$ cat src/rtl/ple_pkg.sv
// Shared types and constants for the positional list engine.
// Used by ple_ctrl, ple_dp and positional_list_engine_core; no dependencies.
`timescale 1ns / 1ps

package ple_pkg;

	localparam int CAPACITY_DEF = 64;

	typedef enum logic [2:0] {
		ACT_INS_FRONT = 3'd0,
		ACT_INS_POS   = 3'd1,
		ACT_INS_BACK  = 3'd2,
		ACT_DEL_FRONT = 3'd3,
		ACT_DEL_POS   = 3'd4,
		ACT_DEL_BACK  = 3'd5
	} action_t;

	typedef enum logic [1:0] {
		ST_OK      = 2'd0,
		ST_BAD_POS = 2'd1,
		ST_EMPTY   = 2'd2,
		ST_FULL    = 2'd3
	} status_t;

	// Controller to datapath
	typedef struct packed {
		logic latch;        // capture request transaction
		logic decode;       // check request, set target and pointer
		logic rd_ins;       // read entry below the pointer
		logic rd_del_next;  // read entry above the pointer
		logic wr_shift;     // write read data at the pointer
		logic wr_put;       // write new value at the target
		logic del_cap;      // capture the removed value
		logic idx_dec;
		logic idx_inc;
		logic cnt_inc;
		logic cnt_dec;
		logic load_rsp;     // move result into the output register
	} ple_cmd_t;

	// Datapath to controller
	typedef struct packed {
		logic go_ins;
		logic go_del;
		logic ins_more;
		logic del_more;
		logic rsp_free;
	} ple_sts_t;

endpackage

$ cat src/rtl/ple_ctrl.sv
// Sequencing state machine for the positional list engine.
// Depends on ple_pkg for the command and status structs.
`timescale 1ns / 1ps

module ple_ctrl (
	input  logic              clk,
	input  logic              arst_n,
	input  logic              req_valid,
	output logic              req_ready,
	input  ple_pkg::ple_sts_t sts,
	output ple_pkg::ple_cmd_t cmd
);
	import ple_pkg::*;

	typedef enum logic [9:0] {
		S_IDLE    = 10'b00_0000_0001,
		S_DECODE  = 10'b00_0000_0010,
		S_INS_RD  = 10'b00_0000_0100,
		S_INS_WR  = 10'b00_0000_1000,
		S_INS_PUT = 10'b00_0001_0000,
		S_DEL_RD  = 10'b00_0010_0000,
		S_DEL_CAP = 10'b00_0100_0000,
		S_DEL_MRD = 10'b00_1000_0000,
		S_DEL_MWR = 10'b01_0000_0000,
		S_FINISH  = 10'b10_0000_0000
	} state_t;

	state_t state_q, state_d;

	always_ff @(posedge clk or negedge arst_n) begin
		if (!arst_n) begin
			state_q <= S_IDLE;
		end else begin
			state_q <= state_d;
		end
	end

	always_comb begin
		state_d   = state_q;
		cmd       = '0;
		req_ready = 1'b0;
		case (state_q)
			S_IDLE: begin
				req_ready = 1'b1;
				if (req_valid) begin
					cmd.latch = 1'b1;
					state_d   = S_DECODE;
				end
			end
			S_DECODE: begin
				cmd.decode = 1'b1;
				if (sts.go_ins) begin
					state_d = S_INS_RD;
				end else if (sts.go_del) begin
					state_d = S_DEL_RD;
				end else begin
					state_d = S_FINISH;
				end
			end
			S_INS_RD: begin
				cmd.rd_ins = 1'b1;
				state_d    = sts.ins_more ? S_INS_WR : S_INS_PUT;
			end
			S_INS_WR: begin
				cmd.wr_shift = 1'b1;
				cmd.idx_dec  = 1'b1;
				state_d      = S_INS_RD;
			end
			S_INS_PUT: begin
				cmd.wr_put  = 1'b1;
				cmd.cnt_inc = 1'b1;
				state_d     = S_FINISH;
			end
			S_DEL_RD: begin
				state_d = S_DEL_CAP;
			end
			S_DEL_CAP: begin
				cmd.del_cap = 1'b1;
				state_d     = S_DEL_MRD;
			end
			S_DEL_MRD: begin
				cmd.rd_del_next = 1'b1;
				if (sts.del_more) begin
					state_d = S_DEL_MWR;
				end else begin
					cmd.cnt_dec = 1'b1;
					state_d     = S_FINISH;
				end
			end
			S_DEL_MWR: begin
				cmd.wr_shift = 1'b1;
				cmd.idx_inc  = 1'b1;
				state_d      = S_DEL_MRD;
			end
			S_FINISH: begin
				// hold until the output register can take the result
				if (sts.rsp_free) begin
					cmd.load_rsp = 1'b1;
					state_d      = S_IDLE;
				end
			end
			default: begin
				state_d = S_IDLE;
			end
		endcase
	end

endmodule

$ cat src/rtl/ple_dp.sv
// Datapath for the positional list engine: entry memory, fill count,
// shift pointer and output register. Depends on ple_pkg.
`timescale 1ns / 1ps

module ple_dp #(
	parameter int CAPACITY = ple_pkg::CAPACITY_DEF
) (
	input  logic               clk,
	input  logic               arst_n,
	input  ple_pkg::ple_cmd_t  cmd,
	output ple_pkg::ple_sts_t  sts,
	input  logic [2:0]         action,
	input  logic [6:0]         position,
	input  logic signed [31:0] value,
	output logic               rsp_valid,
	input  logic               rsp_ready,
	output logic signed [31:0] removed_value,
	output logic [1:0]         status,
	output logic [6:0]         element_count
);
	import ple_pkg::*;

	localparam int AW = (CAPACITY > 1) ? $clog2(CAPACITY) : 1;
	localparam int CW = $clog2(CAPACITY + 1);
	localparam int PW = (CW > 7) ? CW : 7;

	logic [31:0]   mem [CAPACITY];
	logic [31:0]   rd_q;
	logic [2:0]    action_q;
	logic [6:0]    pos_q;
	logic [31:0]   value_q;
	logic [CW-1:0] count_q;
	logic [CW-1:0] idx_q;
	logic [CW-1:0] tgt_q;
	logic [31:0]   removed_q;
	status_t       status_q;
	logic          rsp_valid_q;
	logic [31:0]   rsp_removed_q;
	logic [1:0]    rsp_status_q;
	logic [6:0]    rsp_count_q;

	logic [PW-1:0] pos_ext;
	logic [PW-1:0] cnt_ext;
	logic          full;
	logic          empty;
	status_t       dec_status;
	logic          dec_ins;
	logic          dec_del;
	logic [CW-1:0] dec_tgt;
	logic [CW-1:0] idx_m1;
	logic [CW-1:0] idx_p1;
	logic [CW:0]   idx_p1_wide;
	logic [AW-1:0] raddr;
	logic [AW-1:0] waddr;
	logic [31:0]   wdata;
	logic          we;

	assign pos_ext = PW'(pos_q);
	assign cnt_ext = PW'(count_q);
	assign full    = (count_q == CW'(CAPACITY));
	assign empty   = (count_q == '0);

	always_comb begin
		dec_status = ST_OK;
		dec_ins    = 1'b0;
		dec_del    = 1'b0;
		dec_tgt    = '0;
		case (action_q)
			ACT_INS_FRONT: begin
				dec_ins = 1'b1;
				if (full) dec_status = ST_FULL;
			end
			ACT_INS_POS: begin
				dec_ins = 1'b1;
				dec_tgt = pos_ext[CW-1:0];
				if (pos_ext > cnt_ext) begin
					dec_status = ST_BAD_POS;
				end else if (full) begin
					dec_status = ST_FULL;
				end
			end
			ACT_INS_BACK: begin
				dec_ins = 1'b1;
				dec_tgt = count_q;
				if (full) dec_status = ST_FULL;
			end
			ACT_DEL_FRONT: begin
				dec_del = 1'b1;
				if (empty) dec_status = ST_EMPTY;
			end
			ACT_DEL_POS: begin
				dec_del = 1'b1;
				dec_tgt = pos_ext[CW-1:0];
				if (pos_ext >= cnt_ext) dec_status = ST_BAD_POS;
			end
			ACT_DEL_BACK: begin
				dec_del = 1'b1;
				dec_tgt = count_q - CW'(1);
				if (empty) dec_status = ST_EMPTY;
			end
			default: begin
				dec_status = ST_OK;
			end
		endcase
	end

	assign idx_m1      = idx_q - CW'(1);
	assign idx_p1_wide = {1'b0, idx_q} + (CW+1)'(1);
	assign idx_p1      = idx_p1_wide[CW-1:0];

	assign sts.go_ins   = dec_ins && (dec_status == ST_OK);
	assign sts.go_del   = dec_del && (dec_status == ST_OK);
	assign sts.ins_more = (idx_q > tgt_q);
	assign sts.del_more = (idx_p1_wide < {1'b0, count_q});
	assign sts.rsp_free = !rsp_valid_q || rsp_ready;

	always_comb begin
		if (cmd.rd_ins) begin
			raddr = idx_m1[AW-1:0];
		end else if (cmd.rd_del_next) begin
			raddr = idx_p1[AW-1:0];
		end else begin
			raddr = tgt_q[AW-1:0];
		end
	end

	assign we    = cmd.wr_shift || cmd.wr_put;
	assign waddr = cmd.wr_put ? tgt_q[AW-1:0] : idx_q[AW-1:0];
	assign wdata = cmd.wr_put ? value_q : rd_q;

	always_ff @(posedge clk) begin
		if (we) begin
			mem[waddr] <= wdata;
		end
		rd_q <= mem[raddr];
	end

	// request fields and removed value are payload only
	always_ff @(posedge clk) begin
		if (cmd.latch) begin
			action_q <= action;
			pos_q    <= position;
			value_q  <= value;
		end
		if (cmd.decode) begin
			removed_q <= '0;
		end else if (cmd.del_cap) begin
			removed_q <= rd_q;
		end
		if (cmd.load_rsp) begin
			rsp_removed_q <= removed_q;
			rsp_status_q  <= status_q;
			rsp_count_q   <= cnt_ext[6:0];
		end
	end

	always_ff @(posedge clk or negedge arst_n) begin
		if (!arst_n) begin
			count_q     <= '0;
			idx_q       <= '0;
			tgt_q       <= '0;
			status_q    <= ST_OK;
			rsp_valid_q <= 1'b0;
		end else begin
			if (cmd.decode) begin
				status_q <= dec_status;
				tgt_q    <= dec_tgt;
				// insert moves entries down from the top, delete from the target up
				idx_q    <= dec_ins ? count_q : dec_tgt;
			end else if (cmd.idx_dec) begin
				idx_q <= idx_m1;
			end else if (cmd.idx_inc) begin
				idx_q <= idx_p1;
			end
			if (cmd.cnt_inc) begin
				count_q <= count_q + CW'(1);
			end else if (cmd.cnt_dec) begin
				count_q <= count_q - CW'(1);
			end
			if (cmd.load_rsp) begin
				rsp_valid_q <= 1'b1;
			end else if (rsp_ready) begin
				rsp_valid_q <= 1'b0;
			end
		end
	end

	assign rsp_valid     = rsp_valid_q;
	assign removed_value = rsp_removed_q;
	assign status        = rsp_status_q;
	assign element_count = rsp_count_q;

endmodule

$ cat src/rtl/positional_list_engine_core.sv
// A rejected or ignored request goes from decode to finish; an insert or a delete
// first shifts the entries one at a time, and the result may then wait in the
// output register for rsp_ready.
// Throughput: one request at a time; each moved entry needs a read and a
// write on the one-read, one-write entry memory, so shifts set the rate.
// Reset clears the fill count and output valid; entries hold no reset.
`timescale 1ns / 1ps

module positional_list_engine_core #(
	parameter int CAPACITY = ple_pkg::CAPACITY_DEF
) (
	input  logic               clk,
	input  logic               arst_n,
	input  logic               req_valid,
	output logic               req_ready,
	input  logic [2:0]         action,
	input  logic [6:0]         position,
	input  logic signed [31:0] value,
	output logic               rsp_valid,
	input  logic               rsp_ready,
	output logic signed [31:0] removed_value,
	output logic [1:0]         status,
	output logic [6:0]         element_count
);
	import ple_pkg::*;

	ple_cmd_t cmd;
	ple_sts_t sts;

	ple_ctrl u_ctrl (
		.clk       (clk),
		.arst_n    (arst_n),
		.req_valid (req_valid),
		.req_ready (req_ready),
		.sts       (sts),
		.cmd       (cmd)
	);

	ple_dp #(
		.CAPACITY (CAPACITY)
	) u_dp (
		.clk           (clk),
		.arst_n        (arst_n),
		.cmd           (cmd),
		.sts           (sts),
		.action        (action),
		.position      (position),
		.value         (value),
		.rsp_valid     (rsp_valid),
		.rsp_ready     (rsp_ready),
		.removed_value (removed_value),
		.status        (status),
		.element_count (element_count)
	);

endmodule

$ cat config.mk
export PLATFORM = sky130hd
export DESIGN_NAME = positional_list_engine_core
export DESIGN_NICKNAME = d
export VERILOG_FILES = /design/src/rtl/ple_pkg.sv /design/src/rtl/ple_ctrl.sv /design/src/rtl/ple_dp.sv /design/src/rtl/positional_list_engine_core.sv
export SDC_FILE = /design/constraint.sdc
export NUM_CORES = 2
export LEC_CHECK = 0
export ABC_AREA = 1
export BUFFER_PORTS_ARGS = -buffer_cell sky130_fd_sc_hd__buf_2
export CAP_MARGIN = 10
export CORE_ASPECT_RATIO = 1.25
export CORE_MARGIN = 2
export CORE_UTILIZATION = 57
export DETAILED_ROUTE_END_ITERATION = 10
export HOLD_SLACK_MARGIN = 0.03
export PLACE_DENSITY = 0.77
export SYNTH_ARGS = -nofsm -noshare
export SYNTH_HDL_FRONTEND = slang
export SYNTH_SLANG_ARGS = --single-unit
export TNS_END_PERCENT = 50
$ cat constraint.sdc
create_clock -name clk -period 5.6 [get_ports clk]
set_input_delay 1.12 -clock clk [delete_from_list [all_inputs] [get_ports clk]]
set_output_delay 1.12 -clock clk [all_outputs]
set_load 0.01 [all_outputs]
==> flow_summary.json <==
{
  "layout.nets": 9365,
  "cts.htree.levels": 4,
  "tns_ns": 0,
  "cts.sinks": 2229,
  "async_reset_ff_frac": 0.0153,
  "min_period_ns": 5.14,
  "row_count": 169,
  "required_ns": 6.34,
  "power.density_nw_per_um2": 482,
  "synth_area_per_cell_um2": 10.4,
  "grt_use_total": 0.320,
  "ctsHoldBuffers": 0,
  "worstReg2RegEnd": "u_dp.rd_q[22]",
  "drtPass1Iterations": 9,
  "p_leak_nw": 44.8,
  "ioPinCount": 89,
  "critPathCaptureType": "register",
  "worstRegToRegCells": 17,
  "cts_resized": 0,
  "critical-path-top-delay-family": "simple AND/OR/NAND/NOR gates",
  "avgRoutedWirePerCell_um": 24.1,
  "setup_violations": 0,
  "syn_area_um2": 97200,
  "dr.first_iter.drc_count": 10800,
  "clock_latency_ns": 0.86,
  "wl_mm": 282,
  "worstSetupPathType": "register to register",
  "period_share": 0.917,
  "fmax_ghz": 0.195,
  "core_area_um2": 170000,
  "cts_tree": "done",
  "via_per_inst": 5.90,
  "synthCells": 9315,
  "drc": 0,
  "hpwl_mm": 157,
  "synth-seq-cells": 2229,
  "area_growth_pct": 10.3,
  "path_cells": "nor2_2 -> nand2_2 -> nor2_2 -> nand2_2 -> nand2_1 -> nand2_2 -> nand2_8 -> buf_12 -> buf_12 -> buf_12 -> nand2_1 -> nand3_1 -> nand3_1 -> nand3_1 -> nand3_1 -> nand3_1 -> nand2_1",
  "dieWidth_um": 373,
  "crit_cells": 17,
  "grt.overflow.total": 0,
  "skew_ns": 0.0372,
  "cp-endpoint": "u_dp.rd_q[22]",
  "layout_common_cells": "edfxtp_1 (2131), nand2_1 (2106), nand3_1 (2040)",
  "r2r_slack_ns": 0.46,
  "max-vdd-ir-drop_v": 0.000399,
  "grt_pass1_vias": 67200,
  "grt_pass1_wl_mm": 414,
  "die_h_um": 466,
  "slew_violations": 0,
  "layout-drive-gt1-share": 0.0752,
  "post_cts_buffers": 0,
  "status": "complete, no violations",
  "synthesis.nets": 9386,
  "utilization": 0.632,
  "clock_path_buffers": 3,
  "yosysSeqAreaShare": 0.680,
  "synth.distinct_cells": 45,
  "yosys_warnings": 0,
  "crit_path_max_fanout": 148,
  "drv_cap": 0,
  "hold_viol_final": 0,
  "die_area_um2": 174000,
  "portBuffers": 88,
  "cpMostUsedCell": "nand3_1",
  "arrival_ns": 5.87,
  "clk_pin_slew_worst_paths_ns": 0.07,
  "cp_num_buf_inv": 3,
  "gp_congestion": 0.941,
  "tightest_slew_ns": 1.35,
  "hold_path.class": "input port to async pin",
  "cp_slowest_cell": "buf_12",
  "final_common_cell": "edfxtp_1",
  "rr_startpoint": "u_ctrl.state_q[5]",
  "cp-start-kind": "register",
  "antenna_found_initial": 7,
  "crit_start": "u_ctrl.state_q[5]",
  "rsz0062_at_grt": "false",
  "antenna_left": 0,
  "start_util": 0.573,
  "slew-limit-headroom": 0.0949,
  "cts_buffers": 201,
  "clockRootBuffer": "clkbuf_16",
  "via_count": 69000,
  "grt_max_degree": 188,
  "max_stage_delay_ns": 0.55,
  "synth-edff-count": 2131,
  "ys.flop_type": "edfxtp_1"
}
==> stage by stage <==
| step | instance area (µm²) | setup slack, ns | total power [mW] | hold slack (ns) | instances |
|---|---|---|---|---|---|
| CTS | 107000 | 0.638 | 51.1 | 0.358 | 11700 |
| finish | 107000 | 0.464 | 51.7 | 0.382 | 11700 |
| global placement | 100000 | 0.724 | 36.8 | 0.407 | 11300 |
| global route | 107000 | 0.363 | 53.0 | 0.400 | 11700 |
| detailed placement | 100000 | 0.689 | 37.1 | 0.414 | 11300 |
| floorplan | 97300 | 1.55 | 30.5 | 0.403 | 9315 |
==> cells in the mapped netlist, types with 3 or more instances <==
cell,count,area share
dfrtp_1,33,0.0085
nand3_1,2041,0.11
buf_2,319,0.016
inv_2,7,0.00027
buf_4,57,0.0044
nand3b_1,162,0.013
buf_1,26,0.0010
a21oi_1,29,0.0015
o22ai_1,3,0.00019
nand3_2,3,0.00031
xnor2_1,4,0.00036
nor2_4,4,0.00046
o21ai_0,72,0.0037
a221oi_1,3,0.00027
nand2_2,6,0.00039
nor3_1,21,0.0011
a21oi_2,3,0.00027
nor4_1,7,0.00045
o211ai_1,6,0.00046
nor2_2,3,0.00019
ha_1,25,0.0032
xor2_1,14,0.0013
buf_6,7,0.00081
clkbuf_1,89,0.0034
nor2_1,175,0.0068
edfxtp_1,2131,0.66
nand2_1,2140,0.083
nand4_1,6,0.00039
dfxtp_1,64,0.013
inv_1,1835,0.071
==> flip-flops by register name, indices dropped and copies added (netlist names), 2 cells and up <==
name                count
u_dp.removed_value     32
u_dp.action_q           3
u_dp.cnt_ext            7
u_dp.status_q           2
u_dp.tgt_q              7
u_ctrl.state_q         10
u_dp.idx_q              7
u_dp.removed_q         32
u_dp.mem             2048
u_dp.rd_q              32
u_dp.pos_ext            7
u_dp.value_q           32
u_dp.status             2
u_dp.element_count      7
==> report_power, final <==
part | switching, mW | internal [mW] | leakage (nW)
combinational | 12.6 | 3.38 | 21.3
clock | 6.12 | 8.10 | 3.34
sequential | 0.475 | 21.1 | 20.2
total | 19.2 | 32.5 | 44.8
==> worst reg2reg max path: stages, from the launching register on <==
cell and delay (ns):
dfrtp_1 0.40, nor2_2 0.18, nand2_2 0.18, nor2_2 0.15
nand2_2 0.14, nand2_1 0.15, nand2_2 0.13, nand2_8 0.42
buf_12 0.46, buf_12 0.71, buf_12 0.63, nand2_1 0.13
nand3_1 0.10, nand3_1 0.11, nand3_1 0.13, nand3_1 0.43
nand3_1 0.47, nand2_1 0.10
==> routing by layer <==
metal,wire [µm],GRT usage,vias to the layer above,part of all wire
met4,24300,0.241,2,0.086
met2,129000,0.506,4865,0.46
met5,20,0,-,0.000071
li1,-,-,30400,-
met1,93600,0.387,32600,0.33
met3,34600,0.0706,1097,0.12
==> cell families (layout without fill, tap and decap cells) <==
logic type | after synthesis | after routing | share of synthesized area
compound gates | 127 | 127 | 0.00721
xor+xnor | 18 | 18 | 0.00162
fa+ha+maj | 25 | 25 | 0.00322
buf+inv | 2342 | 2496 | 0.0973
flops | 2229 | 2229 | 0.680
mux | 1 | 1 | 0.000103
other cells | 0 | 5 | 0
simple gates | 4573 | 4573 | 0.211
==> worst min-delay path by stage <==
stage	cells after the start	to	startpoint	slack (ns)
2_1_floorplan	0	u_dp.removed_value[0]	u_dp.removed_q[0]	0.40
3_3_place_gp	0	u_dp.removed_value[29]	u_dp.removed_q[29]	0.41
3_5_place_dp	0	u_dp.removed_value[16]	u_dp.removed_q[16]	0.41
4_1_cts	1	u_ctrl.state_q[7]	arst_n	0.36
5_1_grt	1	u_dp.cnt_ext[3]	arst_n	0.40
6_report	1	u_dp.cnt_ext[2]	arst_n	0.38
==> cell type report <==
type	count	area, µm²
clock buffer	256	5520
timing repair buffer	274	2210
fill	12300	62300
antenna	5	12.5
sequential	2229	66100
clock inverter	122	1260
inverter	1844	6950
multi-input combinational	4744	22400
tap	2223	2780
No activity file was read; power rests on OpenSTA's default activity.
